$ cat src/mtd_pkg.sv
// Shared types and constants for the missing-tooth crank trigger decoder.
// No dependencies; imported by every module of the block.
package mtd_pkg;

    localparam int TS_W        = 32;
    localparam int INDEX_W     = 16;
    localparam int EVENTS_W    = 13;
    localparam int RATIO_W     = 16;
    localparam int RATIO_FRAC  = 8;
    localparam int CFG_IDX_W   = 3;
    localparam int CFG_DATA_W  = 16;
    localparam int FAULT_LIMIT = 4;

    localparam logic [INDEX_W-1:0] INDEX_MAX = '1;

    typedef enum logic [1:0] {
        EDGE_PRI_RISE = 2'd0,
        EDGE_PRI_FALL = 2'd1,
        EDGE_SEC_RISE = 2'd2,
        EDGE_SEC_FALL = 2'd3
    } t_edge_kind;

    typedef enum logic [CFG_IDX_W-1:0] {
        CFG_USE_RISING   = 3'd0,
        CFG_SINGLE_TOOTH = 3'd1,
        CFG_EVENTS       = 3'd2,
        CFG_GAP_LOW      = 3'd3,
        CFG_GAP_HIGH     = 3'd4
    } t_cfg_reg;

    localparam logic                RST_USE_RISING   = 1'b1;
    localparam logic                RST_SINGLE_TOOTH = 1'b0;
    localparam logic [EVENTS_W-1:0] RST_EVENTS       = 13'd116;
    localparam logic [RATIO_W-1:0]  RST_GAP_LOW      = 16'd384;
    localparam logic [RATIO_W-1:0]  RST_GAP_HIGH     = 16'd768;

    typedef struct packed {
        logic                use_rising;
        logic                single_tooth;
        logic [EVENTS_W-1:0] events_per_cycle;
        logic [RATIO_W-1:0]  gap_low;
        logic [RATIO_W-1:0]  gap_high;
    } t_cfg;

    typedef struct packed {
        logic [1:0]      kind;
        logic [TS_W-1:0] timestamp;
    } t_item;

endpackage

$ cat src/mtd_cfg_regs.sv
// Configuration register file of the trigger decoder.
// Depends on mtd_pkg for register indexes, reset values and t_cfg.
module mtd_cfg_regs (
    input  logic                           i_clk,
    input  logic                           i_rst_n,
    input  logic                           i_cfg_valid,
    output logic                           o_cfg_ready,
    input  logic [mtd_pkg::CFG_IDX_W-1:0]  i_cfg_index,
    input  logic [mtd_pkg::CFG_DATA_W-1:0] i_cfg_data,
    output mtd_pkg::t_cfg                  o_cfg
);
    import mtd_pkg::*;

    t_cfg r_cfg;
    t_cfg n_cfg;

    assign o_cfg_ready = 1'b1;
    assign o_cfg       = r_cfg;

    always_comb begin
        n_cfg = r_cfg;
        if (i_cfg_valid) begin
            case (i_cfg_index)
                CFG_USE_RISING:   n_cfg.use_rising       = i_cfg_data[0];
                CFG_SINGLE_TOOTH: n_cfg.single_tooth     = i_cfg_data[0];
                CFG_EVENTS:       n_cfg.events_per_cycle = i_cfg_data[EVENTS_W-1:0];
                CFG_GAP_LOW:      n_cfg.gap_low          = i_cfg_data[RATIO_W-1:0];
                CFG_GAP_HIGH:     n_cfg.gap_high         = i_cfg_data[RATIO_W-1:0];
                default:          n_cfg = r_cfg;  // unknown index: dropped
            endcase
        end
    end

    always_ff @(posedge i_clk) begin
        if (!i_rst_n) begin
            r_cfg.use_rising       <= RST_USE_RISING;
            r_cfg.single_tooth     <= RST_SINGLE_TOOTH;
            r_cfg.events_per_cycle <= RST_EVENTS;
            r_cfg.gap_low          <= RST_GAP_LOW;
            r_cfg.gap_high         <= RST_GAP_HIGH;
        end else begin
            r_cfg <= n_cfg;
        end
    end

endmodule

$ cat src/mtd_in_stage.sv
// Input register of the trigger decoder: captures one edge event per cycle while o_in_stall is low.
// Depends on mtd_pkg for t_item.
module mtd_in_stage (
    input  logic             i_clk,
    input  logic             i_rst_n,
    input  logic             i_in_valid,
    output logic             o_in_stall,
    input  logic [1:0]       i_edge_kind,
    input  logic [31:0]      i_timestamp,
    input  logic             i_adv,
    output logic             o_valid,
    output mtd_pkg::t_item   o_item
);
    import mtd_pkg::*;

    logic  r_valid;
    t_item r_item;

    // hold while the decode stage cannot take the held event
    assign o_in_stall = r_valid && !i_adv;
    assign o_valid    = r_valid;
    assign o_item     = r_item;

    always_ff @(posedge i_clk) begin
        if (!i_rst_n) begin
            r_valid <= 1'b0;
        end else if (!o_in_stall) begin
            r_valid <= i_in_valid;
        end
    end

    always_ff @(posedge i_clk) begin
        if (i_in_valid && !o_in_stall) begin
            r_item.kind      <= i_edge_kind;
            r_item.timestamp <= i_timestamp;
        end
    end

endmodule

$ cat src/mtd_decode.sv
// Decode stage: tooth tracking state, gap test, cycle check and result register.
// Depends on mtd_pkg for t_cfg, t_item, edge codes and constants.
module mtd_decode #(
    parameter int ERROR_WINDOW = 6,
    parameter int TIME_BITS    = 32
) (
    input  logic                         i_clk,
    input  logic                         i_rst_n,
    input  mtd_pkg::t_cfg                i_cfg,
    input  logic                         i_valid,
    input  mtd_pkg::t_item               i_item,
    output logic                         o_adv,
    output logic                         o_out_valid,
    input  logic                         i_out_stall,
    output logic                         o_synchronized,
    output logic [mtd_pkg::INDEX_W-1:0]  o_position_index,
    output logic                         o_cycle_start,
    output logic                         o_cycle_error,
    output logic                         o_decoder_fault
);
    import mtd_pkg::*;

    localparam int TSW = (TIME_BITS < TS_W) ? TIME_BITS : TS_W;
    localparam int PW  = TIME_BITS + RATIO_W;

    // tracking state
    logic                    r_sync;
    logic [INDEX_W-1:0]      r_index;
    logic [TIME_BITS-1:0]    r_last_time;
    logic [TIME_BITS-1:0]    r_last_period;
    logic [ERROR_WINDOW-1:0] r_hist;

    logic                    n_sync;
    logic [INDEX_W-1:0]      n_index;
    logic [TIME_BITS-1:0]    n_last_time;
    logic [TIME_BITS-1:0]    n_last_period;
    logic [ERROR_WINDOW-1:0] n_hist;

    // result register
    logic               r_out_valid;
    logic               r_synchronized;
    logic [INDEX_W-1:0] r_position_index;
    logic               r_cycle_start;
    logic               r_cycle_error;
    logic               r_decoder_fault;

    logic                 take;
    logic [EVENTS_W-1:0]  expected_last;
    logic                 at_last;
    logic                 primary;
    logic [TIME_BITS-1:0] now;
    logic [TIME_BITS-1:0] period;
    logic [PW-1:0]        period_scaled;
    logic [PW-1:0]        bound_low;
    logic [PW-1:0]        bound_high;
    logic                 gap;
    logic                 sync_now;
    logic                 start;
    logic                 err;
    logic [INDEX_W-1:0]   index_inc;

    assign o_adv = !r_out_valid || !i_out_stall;
    assign take  = i_valid && o_adv;

    assign expected_last = i_cfg.events_per_cycle - EVENTS_W'(1);
    assign at_last       = (r_index == INDEX_W'(expected_last));
    assign primary       = i_cfg.use_rising ? (i_item.kind == EDGE_PRI_RISE)
                                            : (i_item.kind == EDGE_PRI_FALL);

    assign now    = TIME_BITS'(i_item.timestamp[TSW-1:0]);
    assign period = now - r_last_time;

    // exact Q8.8 gap window: lo*prev < period*256 < hi*prev
    assign period_scaled = PW'(period) << RATIO_FRAC;
    assign bound_low     = PW'(r_last_period) * PW'(i_cfg.gap_low);
    assign bound_high    = PW'(r_last_period) * PW'(i_cfg.gap_high);
    assign gap           = (period_scaled > bound_low) && (period_scaled < bound_high);

    assign sync_now  = i_cfg.single_tooth ? (!r_sync || at_last) : gap;
    assign start     = primary && sync_now;
    assign err       = start && !at_last;
    assign index_inc = (r_index == INDEX_MAX) ? r_index : r_index + INDEX_W'(1);

    always_comb begin
        n_sync        = r_sync;
        n_index       = index_inc;
        n_last_time   = r_last_time;
        n_last_period = r_last_period;
        n_hist        = r_hist;
        if (primary) begin
            n_last_time   = now;
            n_last_period = period;
        end
        if (start) begin
            n_sync  = 1'b1;
            n_index = '0;
            n_hist  = ERROR_WINDOW'({r_hist, err});
        end
    end

    always_ff @(posedge i_clk) begin
        if (!i_rst_n) begin
            r_sync        <= 1'b0;
            r_index       <= '0;
            r_last_time   <= '0;
            r_last_period <= '0;
            r_hist        <= '0;
        end else if (take) begin
            r_sync        <= n_sync;
            r_index       <= n_index;
            r_last_time   <= n_last_time;
            r_last_period <= n_last_period;
            r_hist        <= n_hist;
        end
    end

    always_ff @(posedge i_clk) begin
        if (!i_rst_n) begin
            r_out_valid <= 1'b0;
        end else if (o_adv) begin
            r_out_valid <= i_valid;
        end
    end

    always_ff @(posedge i_clk) begin
        if (take) begin
            r_synchronized   <= n_sync;
            r_position_index <= n_index;
            r_cycle_start    <= start;
            r_cycle_error    <= err;
            r_decoder_fault  <= ($countones(n_hist) > FAULT_LIMIT);
        end
    end

    assign o_out_valid      = r_out_valid;
    assign o_synchronized   = r_synchronized;
    assign o_position_index = r_position_index;
    assign o_cycle_start    = r_cycle_start;
    assign o_cycle_error    = r_cycle_error;
    assign o_decoder_fault  = r_decoder_fault;

    a_err_needs_start: assert property (@(posedge i_clk) disable iff (!i_rst_n)
        r_out_valid && r_cycle_error |-> r_cycle_start)
        else $error("cycle error reported without a cycle start");

    a_start_clears_index: assert property (@(posedge i_clk) disable iff (!i_rst_n)
        r_out_valid && r_cycle_start |-> (r_position_index == '0) && r_synchronized)
        else $error("cycle start with nonzero index or unsynchronized");

    a_sync_sticky: assert property (@(posedge i_clk) disable iff (!i_rst_n)
        r_sync |=> r_sync)
        else $error("sync flag dropped without reset");

    a_index_saturates: assert property (@(posedge i_clk) disable iff (!i_rst_n)
        r_index == INDEX_MAX |=> (r_index == INDEX_MAX) || (r_index == '0))
        else $error("tooth index wrapped past its maximum");

    a_state_holds_idle: assert property (@(posedge i_clk) disable iff (!i_rst_n)
        !take |=> $stable(r_index) && $stable(r_hist) && $stable(r_last_time))
        else $error("tracking state changed without a transaction");

endmodule

$ cat src/missing_tooth_trigger_decoder.sv
// Top level of the missing-tooth crank trigger decoder.
// Depends on mtd_pkg, mtd_cfg_regs, mtd_in_stage and mtd_decode.
//
//   channel | direction | handshake                    | payload
//   --------+-----------+------------------------------+--------------------------------
//   in      | in        | i_in_valid / o_in_stall      | i_edge_kind, i_timestamp
//   out     | out       | o_out_valid / i_out_stall    | o_synchronized, o_position_index,
//           |           |                              | o_cycle_start, o_cycle_error,
//           |           |                              | o_decoder_fault
//   cfg     | in        | i_cfg_valid / o_cfg_ready    | i_cfg_index, i_cfg_data
//
// One event per cycle sustained while i_out_stall is low; an event passes the input register,
// then the result register, which presents its result until accepted. The period subtract,
// one 32x16 product per gap bound and the compares sit in the combinational part of the
// state feedback loop.
// Synchronous active-low reset loads the register defaults and clears all tracking state.
// An output stall holds the result register; the input register still takes one more
// event, and o_in_stall rises only when both registers are full.
module missing_tooth_trigger_decoder #(
    parameter int ERROR_WINDOW = 6,
    parameter int TIME_BITS    = 32
) (
    input  logic                           i_clk,
    input  logic                           i_rst_n,
    input  logic                           i_in_valid,
    output logic                           o_in_stall,
    input  logic [1:0]                     i_edge_kind,
    input  logic [mtd_pkg::TS_W-1:0]       i_timestamp,
    output logic                           o_out_valid,
    input  logic                           i_out_stall,
    output logic                           o_synchronized,
    output logic [mtd_pkg::INDEX_W-1:0]    o_position_index,
    output logic                           o_cycle_start,
    output logic                           o_cycle_error,
    output logic                           o_decoder_fault,
    input  logic                           i_cfg_valid,
    output logic                           o_cfg_ready,
    input  logic [mtd_pkg::CFG_IDX_W-1:0]  i_cfg_index,
    input  logic [mtd_pkg::CFG_DATA_W-1:0] i_cfg_data
);
    import mtd_pkg::*;

    t_cfg  cfg;
    t_item item;
    logic  item_valid;
    logic  adv;

    mtd_cfg_regs u_cfg (
        .i_clk       (i_clk),
        .i_rst_n     (i_rst_n),
        .i_cfg_valid (i_cfg_valid),
        .o_cfg_ready (o_cfg_ready),
        .i_cfg_index (i_cfg_index),
        .i_cfg_data  (i_cfg_data),
        .o_cfg       (cfg)
    );

    mtd_in_stage u_in (
        .i_clk       (i_clk),
        .i_rst_n     (i_rst_n),
        .i_in_valid  (i_in_valid),
        .o_in_stall  (o_in_stall),
        .i_edge_kind (i_edge_kind),
        .i_timestamp (i_timestamp),
        .i_adv       (adv),
        .o_valid     (item_valid),
        .o_item      (item)
    );

    mtd_decode #(
        .ERROR_WINDOW (ERROR_WINDOW),
        .TIME_BITS    (TIME_BITS)
    ) u_decode (
        .i_clk            (i_clk),
        .i_rst_n          (i_rst_n),
        .i_cfg            (cfg),
        .i_valid          (item_valid),
        .i_item           (item),
        .o_adv            (adv),
        .o_out_valid      (o_out_valid),
        .i_out_stall      (i_out_stall),
        .o_synchronized   (o_synchronized),
        .o_position_index (o_position_index),
        .o_cycle_start    (o_cycle_start),
        .o_cycle_error    (o_cycle_error),
        .o_decoder_fault  (o_decoder_fault)
    );

endmodule

$ cat config.mk
export PLATFORM = sky130hd
export DESIGN_NAME = missing_tooth_trigger_decoder
export DESIGN_NICKNAME = d
export VERILOG_FILES = /design/src/mtd_pkg.sv /design/src/mtd_cfg_regs.sv /design/src/mtd_in_stage.sv /design/src/mtd_decode.sv /design/src/missing_tooth_trigger_decoder.sv
export SDC_FILE = /design/constraint.sdc
export NUM_CORES = 2
export LEC_CHECK = 0
export ABC_AREA = 1
export BUFFER_PORTS_ARGS = -buffer_cell sky130_fd_sc_hd__buf_2
export CAP_MARGIN = 20
export CORE_ASPECT_RATIO = 1.2
export CORE_MARGIN = 1.5
export CORE_UTILIZATION = 70
export DETAILED_ROUTE_END_ITERATION = 10
export GPL_ROUTABILITY_DRIVEN = 0
export GPL_TIMING_DRIVEN = 0
export MAX_ROUTING_LAYER = met4
export PLACE_DENSITY = 0.85
export SLEW_MARGIN = 25
export SYNTH_ARGS = -nofsm -noshare
export SYNTH_HDL_FRONTEND = slang
export SYNTH_SLANG_ARGS = --single-unit
export TNS_END_PERCENT = 20
$ cat constraint.sdc
create_clock -name i_clk -period 21 [get_ports i_clk]
set_input_delay 1.05 -clock i_clk [delete_from_list [all_inputs] [get_ports i_clk]]
set_output_delay 1.05 -clock i_clk [all_outputs]
set_load 0.005 [all_outputs]
==> summary.txt <==
Synth
  – Synth Area in Simple Gates: between 10% and 20%
  – Post-synth EDFFs: 54
  – Xor and xnor area share after synthesis: 2.46%
  – Synth top area share: a little under two fifths
  – Yosys warnings: 0
  – Post-synthesis async set-or-reset flop share: 0%
  – Syn nets: between 7k and 8k
  – Most common cell in the synthesized netlist: nand2_1
  – Syn Area/Cell: ~7.5 sq um
  – Mapped Area: 44600 sq um
  – Post-Synthesis Cells: between 5k and 6k
  – Biggest area consumer among synthesized cells: fa_1
  – Synth unique cells: 55
  – Mux cell area share after synthesis: 0%
  – Synth cell count leaders: 1549 x nand2_1, 1518 x inv_1, 839 x fa_1, 342 x ha_1, 336 x nor2_1
  – Largest family of logic cells by synthesized area: adder cells
  – Seq/Total Area, Yosys: about a tenth
  – Main synth FF type: dfxtp_1
  – Top cells by area, synth: fa_1 38%, nand2_1 13%, inv_1 13%
  – Adder-Cell Fraction of Synth Area: 47.3%
  – Synthesized flop and latch total: 190
  – Compound-gate portion of the synthesized area: just over 6%

Timing
  – Slew Limit Fails: 0
  – Layout Skew: between 0.03 and 0.04 ns
  – Hold Vio Cnt, Final: 0
  – Tmin final: approximately 11 ns
  – Setup_tns: 0 ns
  – Rel. slew slack: a little under an eighth
  – Crit share post-route: between 50 and 60%
  – Setup violations, final: 0
  – Least-Margin Pin Slew: between 1 and 1.5 ns
  – FMAX: a little over 0.09 GHz
  – RSZ-0062 raised after global routing: false

Routing
  – Vias per inst: 5.95
  – Post-Route WL: 148000 microns
  – Routed Antenna Nets: 0
  – Initial DRT Pass Iterations: 11
  – Vias: a little over 40k
  – Routed length per placed instance: between 20 and 25 microns
  – Number of remaining DRC errors: 0
  – DRT iter0 DRCs: about 4.9k

Clocking
  – Clock Pin Slew Worst Setup and Hold Paths: ~0.080 ns
  – TritonCTS Buffers: 17
  – # H-tree levels: 4
  – Clock sink total: 190
  – Root buf cell: clkbuf_16
  – CTS Hold Buffers Added: 0
  – CTS tree: built
  – Setup Buffers After CTS: 0
  – Worst-skew pair later-pin latency: about 0.48 ns
  – Longest Clk Path Bufs: 2
  – Post-CTS sizing: 0

Worst setup path
  – Required @ worst endpoint: between 20 and 25 ns
  – Kind of critical path: reg2reg
  – Worst setup SP type: flip-flop
  – Crit path buf inv count: 8
  – Most used cell, CP: fa_1
  – CP delay by family, top: adder cells
  – CP max stage delay: about 0.82 ns
  – Worst-path maximum fanout: 10
  – CP Data Arrival Time: between 10 and 15 ns
  – R2R Setup Slk: around 10 ns
  – Slowest CP cell: clkbuf_1
  – CP Capture Type: flip-flop

Pwr
  – Flop pwr share: a little under a third
  – Internal power: 749 uW
  – Pwr Total: ~1.3 mW
  – Leakage power: around 25 nW
  – Worst IR Drop VDD: 0.0000653 V
  – Net Sw Frac: 44.3%
  – PwrDens: roughly 29 nW/um^2
  – Net Sw Power: around 600 uW
  – Logic pwr share: about 44%
  – Clock share of power: around a quarter

Finish
  – Design Area, Final: approximately 47000 sq um
  – P&R area growth vs syn: 4.87%
  – Layout cell share with drive strength beyond 1: 3.37%
  – Non-Filler Instances: 6885
  – NumNets Final: 7278

Run status
  – Outcome: finished clean

Die
  – Starting Density: a little over two thirds
  – Die area: 65200 sq um
  – I/O pin count: about 80
  – # rows: between 100 and 150
  – Die span in x: ~230 microns
  – Core Box Area: about 63000 sq um
  – Die Y: between 200 and 300 microns

Min path
  – Min-delay worst type: reg2reg

GRT
  – Vias in the first global route: roughly 42k
  – GRT Residual Overflow: 0
  – Initial antenna violation count: 6
  – Largest net degree at the start of global routing: 35
  – Tot GR Track Use: 48.8%
  – First-pass GRT wire length: about 230000 microns

Place
  – Dpl hpwl: approximately 120000 microns
  – Dpl cell area: between 40000 and 50000 sq um
  – IO buf count: between 70 and 80
  – Placed cells: 6842

Run
  – Max Cap Viol: 0
-- path summary, 6_finish.rpt --
check,startpoint,depth (start not counted),endpoint
worst max-delay path,u_cfg.o_cfg[23],44,u_decode.o_decoder_fault
worst min-delay path,u_decode.r_last_time[13],2,u_decode.r_last_time[13]
worst max register to register,u_cfg.o_cfg[23],44,u_decode.o_decoder_fault
worst min register to register,u_decode.r_last_time[13],2,u_decode.r_last_time[13]
-- routing by layer --
| metal | vias to the layer above | GRT usage, % | wire length [microns] |
|---|---|---|---|
| met2 | 3095 | 69.3 | 63300 |
| li1 | 17457 | - | - |
| met5 | - | - | 0 |
| met1 | 19321 | 53.6 | 45800 |
| met3 | 1116 | 18.7 | 21500 |
| met4 | 0 | 41.7 | 17000 |
-- flip-flops by register name (all words and copies together), names as in the netlist, 6 cells and up --
name	count
u_cfg.o_cfg	47
u_in.o_item	34
u_decode.r_last_period	32
u_decode.r_last_time	32
u_decode.o_position_index	16
u_decode.r_index	16
u_decode.r_hist	6
-- cell type report --
| type | count | area [sq um] |
|---|---|---|
| Clock inverter | 15 | 176 |
| Timing Repair Buffer | 80 | 413 |
| Inverter | 1531 | 5750 |
| Fill cell | 4744 | 16300 |
| Buffer | 298 | 1160 |
| Multi-Input combinational cell | 3921 | 33400 |
| Tap cell | 824 | 1030 |
| Sequential cell | 190 | 4340 |
| Antenna cell | 9 | 22.5 |
| Clock buffer | 17 | 425 |
-- placed cells by master, fill, tap and decap left out, drive strengths merged, types with 2 or more instances in the layout --
master and n:
nand3b 3, o221ai 2, a31o 2, o221a 2
nand2 1559, o21bai 12, o211a 2, nor4 4
edfxtp 54, a21boi 4, buf 94, o2111ai 2
and2 5, or2 2, a21oi 242, nand3 123
diode 9, a2111oi 2, nand4 24, a21o 10
clkbuf 301, o21ai 192, dfxtp 136, ha 342
o21a 13, xor2 63, a31oi 17, xnor2 62
nor2 352, clkinvlp 2, nor3b 2, nor3 33
inv 1536, fa 839, clkinv 7
-- power by group through the flow --
| stage | Combinational [mW] | Sequential, mW | Clock [mW] |
|---|---|---|---|
| final | 0.588 | 0.406 | 0.350 |
| after global routing | 0.629 | 0.408 | 0.359 |
| after CTS | 0.546 | 0.406 | 0.346 |
| after detailed placement | 0.541 | 0.414 | 0 |
| after global placement | 0.522 | 0.414 | 0 |
| after floorplan | 0.352 | 0.412 | 0 |
-- worst register-to-register path, delay by kind of cell, from the launching register on --
| family | cells | cell delay [ns] |
|---|---|---|
| DFF | 1 | 0.32 |
| buffers and inverters | 8 | 2.06 |
| AOI/OAI and AO/OA | 3 | 0.64 |
| and+or+nand+nor | 20 | 2.58 |
| xor gates and xnor gates | 1 | 0.12 |
| adders and majority gates | 12 | 4.98 |
-- kinds of logic (layout without fill, tap and decap cells) --
logic type / count (synthesis) / count (layout)
adders and majority gates: 1181 / 1181
xor gates and xnor gates: 125 / 125
and+or+nand+nor: 2109 / 2109
buffers and inverters: 1829 / 1941
DFF: 190 / 190
other: 1 / 10
AOI/OAI and AO/OA: 505 / 505
-- per-stage QoR --
step / util (%) / setup WS, ns / hold WS, ns
finish: 74.1 / 10.06 / 0.461
global route: 74.1 / 9.86 / 0.484
CTS: 73.9 / 10.51 / 0.462
detailed placement: 72.9 / 10.57 / 0.451
global placement: 72.9 / 10.61 / 0.442
floorplan: - / 12.56 / 0.433
(Power assumes the default switching activity.)
